### src/sv/mep_pkg.sv
// ============================================================================
// mep_pkg: shared types and constants of the midpoint ellipse pixel generator
// Holds the datapath operation codes, the status bundle, register indexes and
// the per-arc sign and direction tables.
// ============================================================================
package mep_pkg;

  // Default parameter values and fixed field widths.
  localparam int RADIUS_BITS_DEF = 10;
  localparam int COORD_BITS_DEF  = 12;
  localparam int OUT_COORD_BITS  = 14;
  localparam int COLOR_BITS      = 24;
  localparam int ARC_BITS        = 3;
  localparam int CFG_IDX_BITS    = 3;
  localparam int CFG_DATA_BITS   = 24;

  // Index of the eighth and last arc of a pass.
  localparam logic [ARC_BITS-1:0] LAST_ARC = 3'd7;

  // Configuration register indexes.
  localparam logic [CFG_IDX_BITS-1:0] REG_CENTER_X    = 3'd0;
  localparam logic [CFG_IDX_BITS-1:0] REG_CENTER_Y    = 3'd1;
  localparam logic [CFG_IDX_BITS-1:0] REG_RADIUS_X    = 3'd2;
  localparam logic [CFG_IDX_BITS-1:0] REG_RADIUS_Y    = 3'd3;
  localparam logic [CFG_IDX_BITS-1:0] REG_PIXEL_COLOR = 3'd4;

  // Operation the controller asks of the datapath in a given cycle.
  typedef enum logic [3:0] {
    OP_NONE,
    OP_TAKE,
    OP_SQ,
    OP_LIM_MUL,
    OP_LIM_SAVE,
    OP_K_SQ,
    OP_K_MUL,
    OP_K_TEST,
    OP_END_SAVE,
    OP_PASS_INIT,
    OP_ARC_MUL,
    OP_ARC_INIT,
    OP_STEP_OUT,
    OP_STEP_ADV
  } dp_op_e;

  // Status flags the datapath reports back to the controller.
  typedef struct packed {
    logic need_start;  // restart requested or no pass running
    logic end_sel;     // 0 while the slow end is searched, 1 for the fast end
    logic bit_last;    // the end search is testing its lowest bit
    logic arc_last;    // current pixel is the last one of its arc
    logic pass_last;   // current arc is the last arc of the pass
    logic out_free;    // output register can take a new beat
  } dp_status_t;

  // Fast arcs step y and move x; slow arcs step x and move y.
  function automatic logic arc_fast(input logic [ARC_BITS-1:0] arc);
    return arc[1];
  endfunction

  // Arcs whose x offset is subtracted from the center.
  function automatic logic arc_x_neg(input logic [ARC_BITS-1:0] arc);
    logic neg;
    case (arc)
      3'd0, 3'd5, 3'd6, 3'd7: neg = 1'b1;
      default:                neg = 1'b0;
    endcase
    return neg;
  endfunction

  // Arcs whose y offset is subtracted from the center.
  function automatic logic arc_y_neg(input logic [ARC_BITS-1:0] arc);
    logic neg;
    case (arc)
      3'd3, 3'd4, 3'd5, 3'd6: neg = 1'b1;
      default:                neg = 1'b0;
    endcase
    return neg;
  endfunction

endpackage

### src/sv/mep_if.sv
// ============================================================================
// mep_if: handshake channels of the midpoint ellipse pixel generator
// Input tick channel, pixel result channel and configuration write channel,
// each with valid, ready and its payload.
// ============================================================================

// Input tick channel.
interface mep_in_if;
  logic valid;
  logic ready;
  logic restart;

  modport source (output valid, output restart, input ready);
  modport sink   (input valid, input restart, output ready);
endinterface

// Pixel result channel.
interface mep_out_if;
  logic                                       valid;
  logic                                       ready;
  logic signed [mep_pkg::OUT_COORD_BITS-1:0]  pixel_x;
  logic signed [mep_pkg::OUT_COORD_BITS-1:0]  pixel_y;
  logic        [mep_pkg::COLOR_BITS-1:0]      color_out;
  logic        [mep_pkg::ARC_BITS-1:0]        arc_number;
  logic                                       arc_done;
  logic                                       pass_done;

  modport source (output valid, output pixel_x, output pixel_y, output color_out,
                  output arc_number, output arc_done, output pass_done, input ready);
  modport sink   (input valid, input pixel_x, input pixel_y, input color_out,
                  input arc_number, input arc_done, input pass_done, output ready);
endinterface

// Configuration write channel.
interface mep_cfg_if;
  logic                                valid;
  logic                                ready;
  logic [mep_pkg::CFG_IDX_BITS-1:0]    index;
  logic [mep_pkg::CFG_DATA_BITS-1:0]   data;

  modport source (output valid, output index, output data, input ready);
  modport sink   (input valid, input index, input data, output ready);
endinterface

### src/sv/mep_dp.sv
// ============================================================================
// mep_dp: datapath of the midpoint ellipse pixel generator
// Holds the arc walk state, the decision variable and its increments, the
// exact arc end search (one shared multiplier) and the output register.
// ============================================================================
module mep_dp #(
  parameter int RADIUS_BITS = mep_pkg::RADIUS_BITS_DEF,
  parameter int COORD_BITS  = mep_pkg::COORD_BITS_DEF
) (
  input  logic                                      clk_i,
  input  logic                                      rst_ni,
  input  mep_pkg::dp_op_e                           op_i,
  output mep_pkg::dp_status_t                       status_o,
  input  logic                                      restart_i,
  input  logic [COORD_BITS-1:0]                     center_x_i,
  input  logic [COORD_BITS-1:0]                     center_y_i,
  input  logic [RADIUS_BITS-1:0]                    radius_x_i,
  input  logic [RADIUS_BITS-1:0]                    radius_y_i,
  input  logic [mep_pkg::COLOR_BITS-1:0]            pixel_color_i,
  output logic                                      out_valid_o,
  input  logic                                      out_ready_i,
  output logic signed [mep_pkg::OUT_COORD_BITS-1:0] pixel_x_o,
  output logic signed [mep_pkg::OUT_COORD_BITS-1:0] pixel_y_o,
  output logic [mep_pkg::COLOR_BITS-1:0]            color_out_o,
  output logic [mep_pkg::ARC_BITS-1:0]              arc_number_o,
  output logic                                      arc_done_o,
  output logic                                      pass_done_o
);

  localparam int SQ_BITS   = 2 * RADIUS_BITS;
  localparam int DEN_BITS  = 2 * RADIUS_BITS + 1;
  localparam int MUL_BITS  = 2 * RADIUS_BITS + 2;
  localparam int PROD_BITS = 2 * MUL_BITS;
  localparam int DEC_BITS  = 4 * RADIUS_BITS;
  localparam int WALK_BITS = RADIUS_BITS + 2;
  localparam int SUM_BITS  = mep_pkg::OUT_COORD_BITS + COORD_BITS + WALK_BITS;
  localparam int OUT_BITS  = mep_pkg::OUT_COORD_BITS;

  localparam logic [RADIUS_BITS-1:0]      BIT_MSB  = {1'b1, {(RADIUS_BITS - 1){1'b0}}};
  localparam logic [RADIUS_BITS-1:0]      STEP_ONE = {{(RADIUS_BITS - 1){1'b0}}, 1'b1};
  localparam logic [RADIUS_BITS:0]        ODD_ONE  = {{RADIUS_BITS{1'b0}}, 1'b1};
  localparam logic signed [WALK_BITS-1:0] WALK_ONE = {{(WALK_BITS - 1){1'b0}}, 1'b1};
  localparam logic [mep_pkg::ARC_BITS-1:0] ARC_ONE = {{(mep_pkg::ARC_BITS - 1){1'b0}}, 1'b1};

  // Stored state.
  logic                               restart_q;
  logic [SQ_BITS-1:0]                 a2_q, b2_q;
  logic [DEN_BITS-1:0]                den_q;
  logic [PROD_BITS-1:0]               lim_q, prod_q;
  logic [RADIUS_BITS-1:0]             k_q, bit_q;
  logic [RADIUS_BITS-1:0]             slow_end_q, fast_end_q;
  logic                               end_sel_q;
  logic                               pass_started_q;
  logic [mep_pkg::ARC_BITS-1:0]       arc_q;
  logic signed [WALK_BITS-1:0]        walk_x_q, walk_y_q;
  logic [RADIUS_BITS-1:0]             step_q;
  logic signed [DEC_BITS-1:0]         dec_q, inc_m_q, inc_n_q;
  logic                               out_valid_q;
  logic signed [OUT_BITS-1:0]         pixel_x_q, pixel_y_q;
  logic [mep_pkg::COLOR_BITS-1:0]     color_q;
  logic [mep_pkg::ARC_BITS-1:0]       arc_out_q;
  logic                               arc_done_q, pass_done_q;

  // Combinational signals.
  logic                               fast;
  logic [SQ_BITS-1:0]                 e2_sel;
  logic [RADIUS_BITS-1:0]             k_cand;
  logic [RADIUS_BITS:0]               k_odd;
  logic [MUL_BITS-1:0]                mul_a, mul_b;
  logic [PROD_BITS-1:0]               prod_d;
  logic signed [DEC_BITS-1:0]         a2_s, b2_s, prod_s;
  logic signed [DEC_BITS-1:0]         two_a2_s, two_b2_s, both_inc, axis_inc;
  logic signed [DEC_BITS-1:0]         major, minor;
  logic signed [DEC_BITS-1:0]         dec_init, inc_m_init, inc_n_init;
  logic signed [DEC_BITS-1:0]         inc_m_step, inc_n_step, dec_adv;
  logic                               dec_neg, move;
  logic signed [WALK_BITS-1:0]        wx_step, wy_step;
  logic [RADIUS_BITS-1:0]             end_cur;
  logic                               last;
  logic signed [SUM_BITS-1:0]         cx_ext, cy_ext, wx_ext, wy_ext, x_sum, y_sum;

  assign fast   = mep_pkg::arc_fast(arc_q);
  assign e2_sel = end_sel_q ? b2_q : a2_q;
  assign k_cand = k_q | bit_q;
  assign k_odd  = {k_cand, 1'b0} - ODD_ONE;

  // Shared multiplier operand selection.
  always_comb begin
    mul_a = '0;
    mul_b = '0;
    case (op_i)
      mep_pkg::OP_LIM_MUL: begin
        mul_a = MUL_BITS'({e2_sel, 1'b0});
        mul_b = MUL_BITS'({e2_sel, 1'b0});
      end
      mep_pkg::OP_K_SQ: begin
        mul_a = MUL_BITS'(k_odd);
        mul_b = MUL_BITS'(k_odd);
      end
      mep_pkg::OP_K_MUL: begin
        mul_a = prod_q[MUL_BITS-1:0];
        mul_b = MUL_BITS'(den_q);
      end
      mep_pkg::OP_PASS_INIT: begin
        mul_a = MUL_BITS'(a2_q);
        mul_b = MUL_BITS'(radius_y_i);
      end
      mep_pkg::OP_ARC_MUL: begin
        mul_a = fast ? MUL_BITS'(b2_q) : MUL_BITS'(a2_q);
        mul_b = fast ? MUL_BITS'(radius_x_i) : MUL_BITS'(radius_y_i);
      end
      default: begin
        mul_a = '0;
        mul_b = '0;
      end
    endcase
  end

  assign prod_d = PROD_BITS'(mul_a) * PROD_BITS'(mul_b);

  // Signed views of the squared radii and the last product.
  assign a2_s     = DEC_BITS'(a2_q);
  assign b2_s     = DEC_BITS'(b2_q);
  assign prod_s   = prod_q[DEC_BITS-1:0];
  assign two_a2_s = a2_s <<< 1;
  assign two_b2_s = b2_s <<< 1;

  // Arc start values of the decision variable and its increments.
  assign major      = fast ? a2_s : b2_s;
  assign minor      = fast ? b2_s : a2_s;
  assign dec_init   = (minor >>> 2) + major - prod_s;
  assign inc_m_init = major + (major <<< 1);
  assign inc_n_init = inc_m_init + (minor <<< 1) - (prod_s <<< 1);

  // One pixel step: move on the slow axis when the decision says so.
  assign dec_neg    = dec_q[DEC_BITS-1];
  assign move       = fast ? !dec_neg : (!dec_neg && (dec_q != '0));
  assign axis_inc   = fast ? two_a2_s : two_b2_s;
  assign both_inc   = two_a2_s + two_b2_s;
  assign inc_m_step = inc_m_q + axis_inc;
  assign inc_n_step = inc_n_q + (move ? both_inc : axis_inc);
  assign wx_step    = (fast && move) ? walk_x_q - WALK_ONE : walk_x_q;
  assign wy_step    = (!fast && move) ? walk_y_q - WALK_ONE : walk_y_q;
  assign dec_adv    = dec_q + (dec_neg ? inc_m_q : inc_n_q);

  assign end_cur = fast ? fast_end_q : slow_end_q;
  assign last    = step_q >= end_cur;

  // Pixel coordinates, wrapped to the output width.
  assign cx_ext = SUM_BITS'(center_x_i);
  assign cy_ext = SUM_BITS'(center_y_i);
  assign wx_ext = SUM_BITS'(wx_step);
  assign wy_ext = SUM_BITS'(wy_step);
  assign x_sum  = mep_pkg::arc_x_neg(arc_q) ? cx_ext - wx_ext : cx_ext + wx_ext;
  assign y_sum  = mep_pkg::arc_y_neg(arc_q) ? cy_ext - wy_ext : cy_ext + wy_ext;

  // Control state: pass progress, end search select and output valid.
  always_ff @(posedge clk_i or negedge rst_ni) begin
    if (!rst_ni) begin
      pass_started_q <= 1'b0;
      arc_q          <= '0;
      end_sel_q      <= 1'b0;
      out_valid_q    <= 1'b0;
    end else begin
      case (op_i)
        mep_pkg::OP_PASS_INIT: begin
          pass_started_q <= 1'b1;
          arc_q          <= '0;
        end
        mep_pkg::OP_END_SAVE: begin
          end_sel_q <= !end_sel_q;
        end
        mep_pkg::OP_STEP_ADV: begin
          if (last) begin
            if (arc_q == mep_pkg::LAST_ARC) begin
              pass_started_q <= 1'b0;
              arc_q          <= '0;
            end else begin
              arc_q <= arc_q + ARC_ONE;
            end
          end
        end
        default: begin
        end
      endcase
      if (op_i == mep_pkg::OP_STEP_OUT) begin
        out_valid_q <= 1'b1;
      end else if (out_ready_i) begin
        out_valid_q <= 1'b0;
      end
    end
  end

  // Payload registers.
  always_ff @(posedge clk_i) begin
    case (op_i) inside
      mep_pkg::OP_TAKE: begin
        restart_q <= restart_i;
      end
      mep_pkg::OP_SQ: begin
        a2_q <= SQ_BITS'(radius_x_i) * SQ_BITS'(radius_x_i);
        b2_q <= SQ_BITS'(radius_y_i) * SQ_BITS'(radius_y_i);
      end
      mep_pkg::OP_LIM_MUL: begin
        prod_q <= prod_d;
        den_q  <= DEN_BITS'(a2_q) + DEN_BITS'(b2_q);
        k_q    <= '0;
        bit_q  <= BIT_MSB;
      end
      mep_pkg::OP_LIM_SAVE: begin
        lim_q <= prod_q;
      end
      mep_pkg::OP_K_SQ, mep_pkg::OP_K_MUL, mep_pkg::OP_PASS_INIT, mep_pkg::OP_ARC_MUL: begin
        prod_q <= prod_d;
      end
      mep_pkg::OP_K_TEST: begin
        // Keep the candidate bit while (2k-1)^2 * (a^2+b^2) stays within 4e^4.
        if (prod_q <= lim_q) begin
          k_q <= k_cand;
        end
        bit_q <= bit_q >> 1;
      end
      mep_pkg::OP_END_SAVE: begin
        if (end_sel_q) begin
          fast_end_q <= (den_q == '0) ? '0 : k_q;
        end else begin
          slow_end_q <= (den_q == '0) ? '0 : k_q;
        end
      end
      mep_pkg::OP_ARC_INIT: begin
        dec_q    <= dec_init;
        inc_m_q  <= inc_m_init;
        inc_n_q  <= inc_n_init;
        walk_x_q <= fast ? $signed({2'b00, radius_x_i}) : '0;
        walk_y_q <= fast ? '0 : $signed({2'b00, radius_y_i});
        step_q   <= '0;
      end
      mep_pkg::OP_STEP_OUT: begin
        walk_x_q    <= wx_step;
        walk_y_q    <= wy_step;
        inc_m_q     <= inc_m_step;
        inc_n_q     <= inc_n_step;
        pixel_x_q   <= x_sum[OUT_BITS-1:0];
        pixel_y_q   <= y_sum[OUT_BITS-1:0];
        color_q     <= pixel_color_i;
        arc_out_q   <= arc_q;
        arc_done_q  <= last;
        pass_done_q <= last && (arc_q == mep_pkg::LAST_ARC);
      end
      mep_pkg::OP_STEP_ADV: begin
        dec_q <= dec_adv;
        if (fast) begin
          walk_y_q <= walk_y_q + WALK_ONE;
        end else begin
          walk_x_q <= walk_x_q + WALK_ONE;
        end
        if (!last) begin
          step_q <= step_q + STEP_ONE;
        end
      end
      default: begin
      end
    endcase
  end

  // Status back to the controller.
  assign status_o.need_start = restart_q || !pass_started_q;
  assign status_o.end_sel    = end_sel_q;
  assign status_o.bit_last   = bit_q[0];
  assign status_o.arc_last   = last;
  assign status_o.pass_last  = (arc_q == mep_pkg::LAST_ARC);
  assign status_o.out_free   = !out_valid_q || out_ready_i;

  // Output channel.
  assign out_valid_o  = out_valid_q;
  assign pixel_x_o    = pixel_x_q;
  assign pixel_y_o    = pixel_y_q;
  assign color_out_o  = color_q;
  assign arc_number_o = arc_out_q;
  assign arc_done_o   = arc_done_q;
  assign pass_done_o  = pass_done_q;

endmodule

### src/sv/mep_ctrl.sv
// ============================================================================
// mep_ctrl: sequencer of the midpoint ellipse pixel generator
// Takes one tick at a time and steps the datapath through the squares, the
// exact arc end search on a pass start, the pixel step and the arc start.
// ============================================================================
module mep_ctrl (
  input  logic                clk_i,
  input  logic                rst_ni,
  input  logic                in_valid_i,
  output logic                in_ready_o,
  input  mep_pkg::dp_status_t status_i,
  output mep_pkg::dp_op_e     op_o
);

  typedef enum logic [3:0] {
    S_IDLE,
    S_SQ,
    S_LIM_MUL,
    S_LIM_SAVE,
    S_K_SQ,
    S_K_MUL,
    S_K_TEST,
    S_END_SAVE,
    S_PASS_INIT,
    S_START_INIT,
    S_STEP_OUT,
    S_STEP_ADV,
    S_ARC_MUL,
    S_NEXT_INIT
  } state_e;

  state_e state_q, state_d;
  logic   in_ready_q;

  // Next state and the operation issued in the current state.
  always_comb begin
    state_d = state_q;
    op_o    = mep_pkg::OP_NONE;
    unique case (state_q)
      S_IDLE: begin
        if (in_valid_i) begin
          op_o    = mep_pkg::OP_TAKE;
          state_d = S_SQ;
        end
      end
      S_SQ: begin
        op_o    = mep_pkg::OP_SQ;
        state_d = status_i.need_start ? S_LIM_MUL : S_STEP_OUT;
      end
      S_LIM_MUL: begin
        op_o    = mep_pkg::OP_LIM_MUL;
        state_d = S_LIM_SAVE;
      end
      S_LIM_SAVE: begin
        op_o    = mep_pkg::OP_LIM_SAVE;
        state_d = S_K_SQ;
      end
      S_K_SQ: begin
        op_o    = mep_pkg::OP_K_SQ;
        state_d = S_K_MUL;
      end
      S_K_MUL: begin
        op_o    = mep_pkg::OP_K_MUL;
        state_d = S_K_TEST;
      end
      S_K_TEST: begin
        op_o    = mep_pkg::OP_K_TEST;
        state_d = status_i.bit_last ? S_END_SAVE : S_K_SQ;
      end
      S_END_SAVE: begin
        op_o    = mep_pkg::OP_END_SAVE;
        state_d = status_i.end_sel ? S_PASS_INIT : S_LIM_MUL;
      end
      S_PASS_INIT: begin
        op_o    = mep_pkg::OP_PASS_INIT;
        state_d = S_START_INIT;
      end
      S_START_INIT: begin
        op_o    = mep_pkg::OP_ARC_INIT;
        state_d = S_STEP_OUT;
      end
      S_STEP_OUT: begin
        // Hold until the output register can take the pixel.
        if (status_i.out_free) begin
          op_o    = mep_pkg::OP_STEP_OUT;
          state_d = S_STEP_ADV;
        end
      end
      S_STEP_ADV: begin
        op_o    = mep_pkg::OP_STEP_ADV;
        state_d = (status_i.arc_last && !status_i.pass_last) ? S_ARC_MUL : S_IDLE;
      end
      S_ARC_MUL: begin
        op_o    = mep_pkg::OP_ARC_MUL;
        state_d = S_NEXT_INIT;
      end
      S_NEXT_INIT: begin
        op_o    = mep_pkg::OP_ARC_INIT;
        state_d = S_IDLE;
      end
      default: begin
        state_d = S_IDLE;
      end
    endcase
  end

  // State register and registered ready.
  always_ff @(posedge clk_i or negedge rst_ni) begin
    if (!rst_ni) begin
      state_q    <= S_IDLE;
      in_ready_q <= 1'b1;
    end else begin
      state_q    <= state_d;
      in_ready_q <= (state_d == S_IDLE);
    end
  end

  assign in_ready_o = in_ready_q;

endmodule

### src/sv/midpoint_ellipse_pixel_generator.sv
// ============================================================================
// midpoint_ellipse_pixel_generator: outline pixels of an axis-aligned ellipse
// Each input beat yields the next pixel of the eight-arc midpoint walk around
// the configured center, with the configured radii and color.
// ============================================================================
//
//  Channel  Port   Dir  Payload                                          Beat
//  -------  -----  ---  -----------------------------------------------  ---------------
//  tick     in_i   in   restart                                          one per pixel
//  pixel    out_o  out  pixel_x, pixel_y, color_out, arc_number,         one per tick
//                       arc_done, pass_done
//  config   cfg_i  in   index, data (register write)                     ready always high
//
//  A tick is accepted, then runs the squares, the pixel output and the step advance
//  before the next ready; the last pixel of arcs 0 to 6 also loads the next arc's
//  start values. A tick that starts a pass adds the exact arc end search of both ends,
//  which tests one bit at a time (square, multiply, compare) on the shared multiplier.
//  The result sits in an output register; a stalled output holds the walk
//  only once the next pixel is ready to be loaded.
//  After reset no pass is running and the first tick starts one.
//
module midpoint_ellipse_pixel_generator #(
  parameter int RADIUS_BITS = mep_pkg::RADIUS_BITS_DEF,
  parameter int COORD_BITS  = mep_pkg::COORD_BITS_DEF
) (
  input  logic       clk_i,
  input  logic       rst_ni,
  mep_in_if.sink     in_i,
  mep_out_if.source  out_o,
  mep_cfg_if.sink    cfg_i
);

  logic [COORD_BITS-1:0]             center_x_q, center_y_q;
  logic [RADIUS_BITS-1:0]            radius_x_q, radius_y_q;
  logic [mep_pkg::COLOR_BITS-1:0]    pixel_color_q;
  mep_pkg::dp_op_e                   op;
  mep_pkg::dp_status_t               status;

  // Configuration registers; writes to unknown indexes are dropped.
  assign cfg_i.ready = 1'b1;

  always_ff @(posedge clk_i or negedge rst_ni) begin
    if (!rst_ni) begin
      center_x_q    <= '0;
      center_y_q    <= '0;
      radius_x_q    <= {{(RADIUS_BITS - 1){1'b0}}, 1'b1};
      radius_y_q    <= {{(RADIUS_BITS - 1){1'b0}}, 1'b1};
      pixel_color_q <= '0;
    end else if (cfg_i.valid) begin
      unique case (cfg_i.index)
        mep_pkg::REG_CENTER_X:    center_x_q    <= cfg_i.data[COORD_BITS-1:0];
        mep_pkg::REG_CENTER_Y:    center_y_q    <= cfg_i.data[COORD_BITS-1:0];
        mep_pkg::REG_RADIUS_X:    radius_x_q    <= cfg_i.data[RADIUS_BITS-1:0];
        mep_pkg::REG_RADIUS_Y:    radius_y_q    <= cfg_i.data[RADIUS_BITS-1:0];
        mep_pkg::REG_PIXEL_COLOR: pixel_color_q <= cfg_i.data[mep_pkg::COLOR_BITS-1:0];
        default: begin
        end
      endcase
    end
  end

  // Sequencer.
  mep_ctrl u_ctrl (
    .clk_i      (clk_i),
    .rst_ni     (rst_ni),
    .in_valid_i (in_i.valid),
    .in_ready_o (in_i.ready),
    .status_i   (status),
    .op_o       (op)
  );

  // Datapath.
  mep_dp #(
    .RADIUS_BITS (RADIUS_BITS),
    .COORD_BITS  (COORD_BITS)
  ) u_dp (
    .clk_i         (clk_i),
    .rst_ni        (rst_ni),
    .op_i          (op),
    .status_o      (status),
    .restart_i     (in_i.restart),
    .center_x_i    (center_x_q),
    .center_y_i    (center_y_q),
    .radius_x_i    (radius_x_q),
    .radius_y_i    (radius_y_q),
    .pixel_color_i (pixel_color_q),
    .out_valid_o   (out_o.valid),
    .out_ready_i   (out_o.ready),
    .pixel_x_o     (out_o.pixel_x),
    .pixel_y_o     (out_o.pixel_y),
    .color_out_o   (out_o.color_out),
    .arc_number_o  (out_o.arc_number),
    .arc_done_o    (out_o.arc_done),
    .pass_done_o   (out_o.pass_done)
  );

endmodule

### src/flat_wrapper.sv
// flat-port wrapper written by rule: the top's interface ports become plain ports
module midpoint_ellipse_pixel_generator_flat 
#(
  parameter int RADIUS_BITS = mep_pkg::RADIUS_BITS_DEF,
  parameter int COORD_BITS  = mep_pkg::COORD_BITS_DEF
)
  (clk_i, rst_ni, in_i_valid, in_i_restart, in_i_ready, out_o_valid, out_o_pixel_x, out_o_pixel_y, out_o_color_out, out_o_arc_number, out_o_arc_done, out_o_pass_done, out_o_ready, cfg_i_valid, cfg_i_index, cfg_i_data, cfg_i_ready);
  mep_in_if in_i_i ();
  mep_out_if out_o_i ();
  mep_cfg_if cfg_i_i ();
  input  logic clk_i;
  input  logic rst_ni;
  input wire logic [$bits(in_i_i.valid)-1:0] in_i_valid;
  input wire logic [$bits(in_i_i.restart)-1:0] in_i_restart;
  output wire logic [$bits(in_i_i.ready)-1:0] in_i_ready;
  output wire logic [$bits(out_o_i.valid)-1:0] out_o_valid;
  output wire logic [$bits(out_o_i.pixel_x)-1:0] out_o_pixel_x;
  output wire logic [$bits(out_o_i.pixel_y)-1:0] out_o_pixel_y;
  output wire logic [$bits(out_o_i.color_out)-1:0] out_o_color_out;
  output wire logic [$bits(out_o_i.arc_number)-1:0] out_o_arc_number;
  output wire logic [$bits(out_o_i.arc_done)-1:0] out_o_arc_done;
  output wire logic [$bits(out_o_i.pass_done)-1:0] out_o_pass_done;
  input wire logic [$bits(out_o_i.ready)-1:0] out_o_ready;
  input wire logic [$bits(cfg_i_i.valid)-1:0] cfg_i_valid;
  input wire logic [$bits(cfg_i_i.index)-1:0] cfg_i_index;
  input wire logic [$bits(cfg_i_i.data)-1:0] cfg_i_data;
  output wire logic [$bits(cfg_i_i.ready)-1:0] cfg_i_ready;
  assign in_i_i.valid = in_i_valid;
  assign in_i_i.restart = in_i_restart;
  assign in_i_ready = in_i_i.ready;
  assign out_o_valid = out_o_i.valid;
  assign out_o_pixel_x = out_o_i.pixel_x;
  assign out_o_pixel_y = out_o_i.pixel_y;
  assign out_o_color_out = out_o_i.color_out;
  assign out_o_arc_number = out_o_i.arc_number;
  assign out_o_arc_done = out_o_i.arc_done;
  assign out_o_pass_done = out_o_i.pass_done;
  assign out_o_i.ready = out_o_ready;
  assign cfg_i_i.valid = cfg_i_valid;
  assign cfg_i_i.index = cfg_i_index;
  assign cfg_i_i.data = cfg_i_data;
  assign cfg_i_ready = cfg_i_i.ready;
  midpoint_ellipse_pixel_generator #(.RADIUS_BITS(RADIUS_BITS), .COORD_BITS(COORD_BITS)) u_core (.clk_i(clk_i), .rst_ni(rst_ni), .in_i(in_i_i), .out_o(out_o_i), .cfg_i(cfg_i_i));
endmodule
### config.mk
export PLATFORM = sky130hd
export DESIGN_NAME = midpoint_ellipse_pixel_generator_flat
export DESIGN_NICKNAME = d
export VERILOG_FILES = /design/src/sv/mep_pkg.sv /design/src/sv/mep_if.sv /design/src/sv/mep_dp.sv /design/src/sv/mep_ctrl.sv /design/src/sv/midpoint_ellipse_pixel_generator.sv /design/src/flat_wrapper.sv
export SDC_FILE = /design/constraint.sdc
export NUM_CORES = 2
export LEC_CHECK = 0
export BUFFER_PORTS_ARGS = -buffer_cell sky130_fd_sc_hd__clkbuf_2
export CORE_UTILIZATION = 25
export CTS_CLUSTER_DIAMETER = 150
export DETAILED_ROUTE_END_ITERATION = 10
export SYNTH_ARGS = -nofsm -noshare
export SYNTH_HDL_FRONTEND = slang
export SYNTH_SLANG_ARGS = --single-unit
### constraint.sdc
create_clock -name clk_i -period 9.5 [get_ports clk_i]
set_input_delay 1.9 -clock clk_i [delete_from_list [all_inputs] [get_ports clk_i]]
set_output_delay 1.9 -clock clk_i [all_outputs]
set_load 0.05 [all_outputs]
==> results.yml <==
timing:
  skew_ns: 0.0619
  slew_violations: 0
  finalHoldViolCount: 0
  min_period_ns: 9.03
  tns_ns: 0
  setup-violations-final: 0
  slew_headroom_pct: 19.8
  rsz0062_at_grt: "false"
  setup_ws_ns: 0.468
  tightest_slew_ns: 1.20
  timing.final.crit_share_pct: 95.1
  fmax_ghz: 0.111
clock_network:
  root_buffer: "clkbuf_16"
  postCtsSetupRepairBufs: 0
  cts_tree: "built"
  clk_pin_slew_ns: 0.07
  htreeDepth: 2
  worstSkewPairLatency_ns: 0.66
  cts_num_sinks: 477
  numCtsBuffers: 52
  clockBufferDepth: 3
place:
  pre_cts_ws_ns: 0.372
  place_hpwl_um: 129000
  dp.cells: 8520
  place.gp.congestion: 0.950
  portBuffers: 91
yosys:
  avgSynthCellArea_sq_um: 9.40
  ys_seq_elements: 477
  ys_async_sr_fraction_pct: 16.6
  synth_ff_type: "edfxtp_1"
  synth.distinct_cells: 88
  synth-seq-area-share_pct: 26.2
  syn_area_sq_um: 53300
  synth_warnings: 0
  synth_top_cell_area_share_pct: 22.4
  synth_edf_count: 398
  yosysTopAreaCell: "edfxtp_1"
  synthCells: 5665
  synth_nets: 6715
  yosys-top-cells-area: "edfxtp_1, fa_1, ha_1"
finish:
  layout_commonest_cell: "inv_1"
  nets: 6804
  multi_input_area_sq_um: 35800
  layout.cells.non_filler: 8619
  layout-area-overhead-vs-synth_pct: 11.5
  drive_above_1_share_pct: 9.11
  final_cell_mix: "inv_1, nand2_1, ha_1"
  final_util_pct: 28.0
  diodes: 0
  fillCellCount: 22345
  seq_area_sq_um: 13900
floorplan:
  fp.dieArea_sq_um: 215000
  rows: 169
  design.core.area_sq_um: 212000
  ioPinCount: 93
  initial_core_util_pct: 25.1
  die_w_um: 464
  die_h_um: 464
global_route:
  antenna_found_initial: 7
  gr-total-overflow: 0
  track_usage_pct: 14.6
  grt_max_degree: 79
  grt_pass1_wl_um: 247000
  first_global_vias: 42048
drt:
  detail_route.first_pass.iterations: 6
  wl_per_cell_um: 18.4
  vias_per_cell: 4.77
  routed-via-count: 41108
  ant_nets: 0
  wl_um: 158000
  drc: 0
  drt-initial-drc-count: 3097
critical_path:
  path_class: "reg2reg"
  worstPathMaxFanout: 9
  cp_slowest_stage_delay_ns: 0.55
  slowest_stage: "fa_1"
  end_kind: "flop"
  critPathArrivalTime_ns: 9.37
  critPathRequiredTime_ns: 9.84
  worst_path_most_repeated_cell: "fa_1"
  cp-start-kind: "flop"
outcome:
  outcome: "completed"
min_path:
  min_path_type: "reg2reg"
flow_run:
  max_cap_viol_count: 0
[layer usage]
metal / share of wire (%) / track usage, % / wire length (um)
met5: 0 / 0 / 0
met2: 47 / 24.7 / 74700
met1: 45 / 19.6 / 71200
met3: 4.9 / 1.25 / 7840
met4: 2.9 / 4.19 / 4620
[sequential cells by signal (all words and copies together) (netlist names), 12 cells and up]
signal,count
u_core.u_dp.dec_q,40
u_core.center_y_q,12
u_core.u_dp.den_q,21
u_core.u_dp.lim_q,44
u_core.u_dp.inc_n_q,40
u_core.center_x_q,12
u_core.u_dp.b2_q,19
u_core.u_dp.prod_q,44
u_core.u_dp.a2_q,19
u_core.u_dp.walk_y_q,12
u_core.u_dp.pixel_y_o,14
u_core.u_dp.pixel_x_o,14
u_core.pixel_color_q,24
u_core.u_dp.color_out_o,24
u_core.u_dp.inc_m_q,39
u_core.u_dp.walk_x_q,12
[through the flow]
| stage | area [sq um] | hold slack [ns] |
|---|---|---|
| 2_1_floorplan | 53300 | 0.421 |
| 3_3_place_gp | 57600 | 0.426 |
| 3_5_place_dp | 57600 | 0.429 |
| 4_1_cts | 59300 | 0.444 |
| 5_1_grt | 59400 | 0.448 |
| 6_report | 59400 | 0.442 |
[worst paths after layout]
| path | startpoint | to | slack, ns | depth (start not counted) |
|---|---|---|---|---|
| min in group asynchronous | rst_ni | u_core.pixel_color_q[3] | 1.14 | 1 |
| max | u_core.u_dp.bit_q[0] | u_core.u_dp.prod_q[42] | 0.47 | 31 |
| min | u_core.pixel_color_q[23] | u_core.u_dp.color_out_o[23] | 0.44 | 0 |
| max reg2reg | u_core.u_dp.bit_q[0] | u_core.u_dp.prod_q[42] | 0.47 | 31 |
| min reg2reg | u_core.pixel_color_q[23] | u_core.u_dp.color_out_o[23] | 0.44 | 0 |
| max in group asynchronous | rst_ni | u_core.u_dp.arc_q[1] | 7.24 | 2 |
[cells in the mapped netlist (9+ instances only)]
cell type	n
xnor2_1	247
xor2_1	157
fa_1	476
a31oi_1	27
ha_1	541
a21o_1	132
a21oi_1	335
mux2i_1	51
o21bai_1	39
nor2b_1	67
o211ai_1	21
and2_1	103
or2_2	17
nor3_1	76
nor4_1	22
o22ai_1	10
nand2b_1	45
o31ai_1	14
o21ai_0	202
nor2_1	442
a211oi_1	26
a31o_2	18
o21a_1	47
mux2_2	147
nand3_1	95
nand4_1	39
dfrtp_1	76
edfxtp_1	398
and3_1	45
or3_1	42
a22oi_1	9
clkbuf_1	177
a222oi_1	11
nand2_1	590
inv_1	770
[worst max-delay path, delay by kind of cell (launching register included)]
kind	cells	cell delay (ns)
buffers and inverters	6	0.60
DFF	1	0.42
and+or+nand+nor	8	1.72
AOI/OAI and AO/OA	6	1.43
xor gates and xnor gates	2	0.28
adders and majority gates	9	4.26
[cell type report]
class                      count  area share (%)
tap                         2821            5.94
clock inverter                29           0.459
sequential                   477            23.5
timing repair buffer         225            2.49
multi-input combinational   4227            60.3
clock buffer                  69            2.49
inverter                     771            4.88
[logic make-up (layout without fill, tap and decap cells)]
family | Yosys count | count (layout) | share of synthesized area [%]
other | 2 | 2 | 0.0141
adders and majority gates | 1018 | 1018 | 30.6
AOI/OAI and AO/OA | 995 | 995 | 11.9
and+or+nand+nor | 1609 | 1610 | 13.7
xor gates and xnor gates | 404 | 404 | 6.64
buffers and inverters | 962 | 1094 | 6.80
muxes | 198 | 198 | 4.07
DFF | 477 | 477 | 26.2
[what timing repair did]
item,in CTS,in global routing
setup endpoints to repair,0,8
gates resized for setup,0,8
hold buffers,0,0
Power is not shown: default switching activity piles up to over one toggle a cycle in this logic, so the estimate is an artifact.
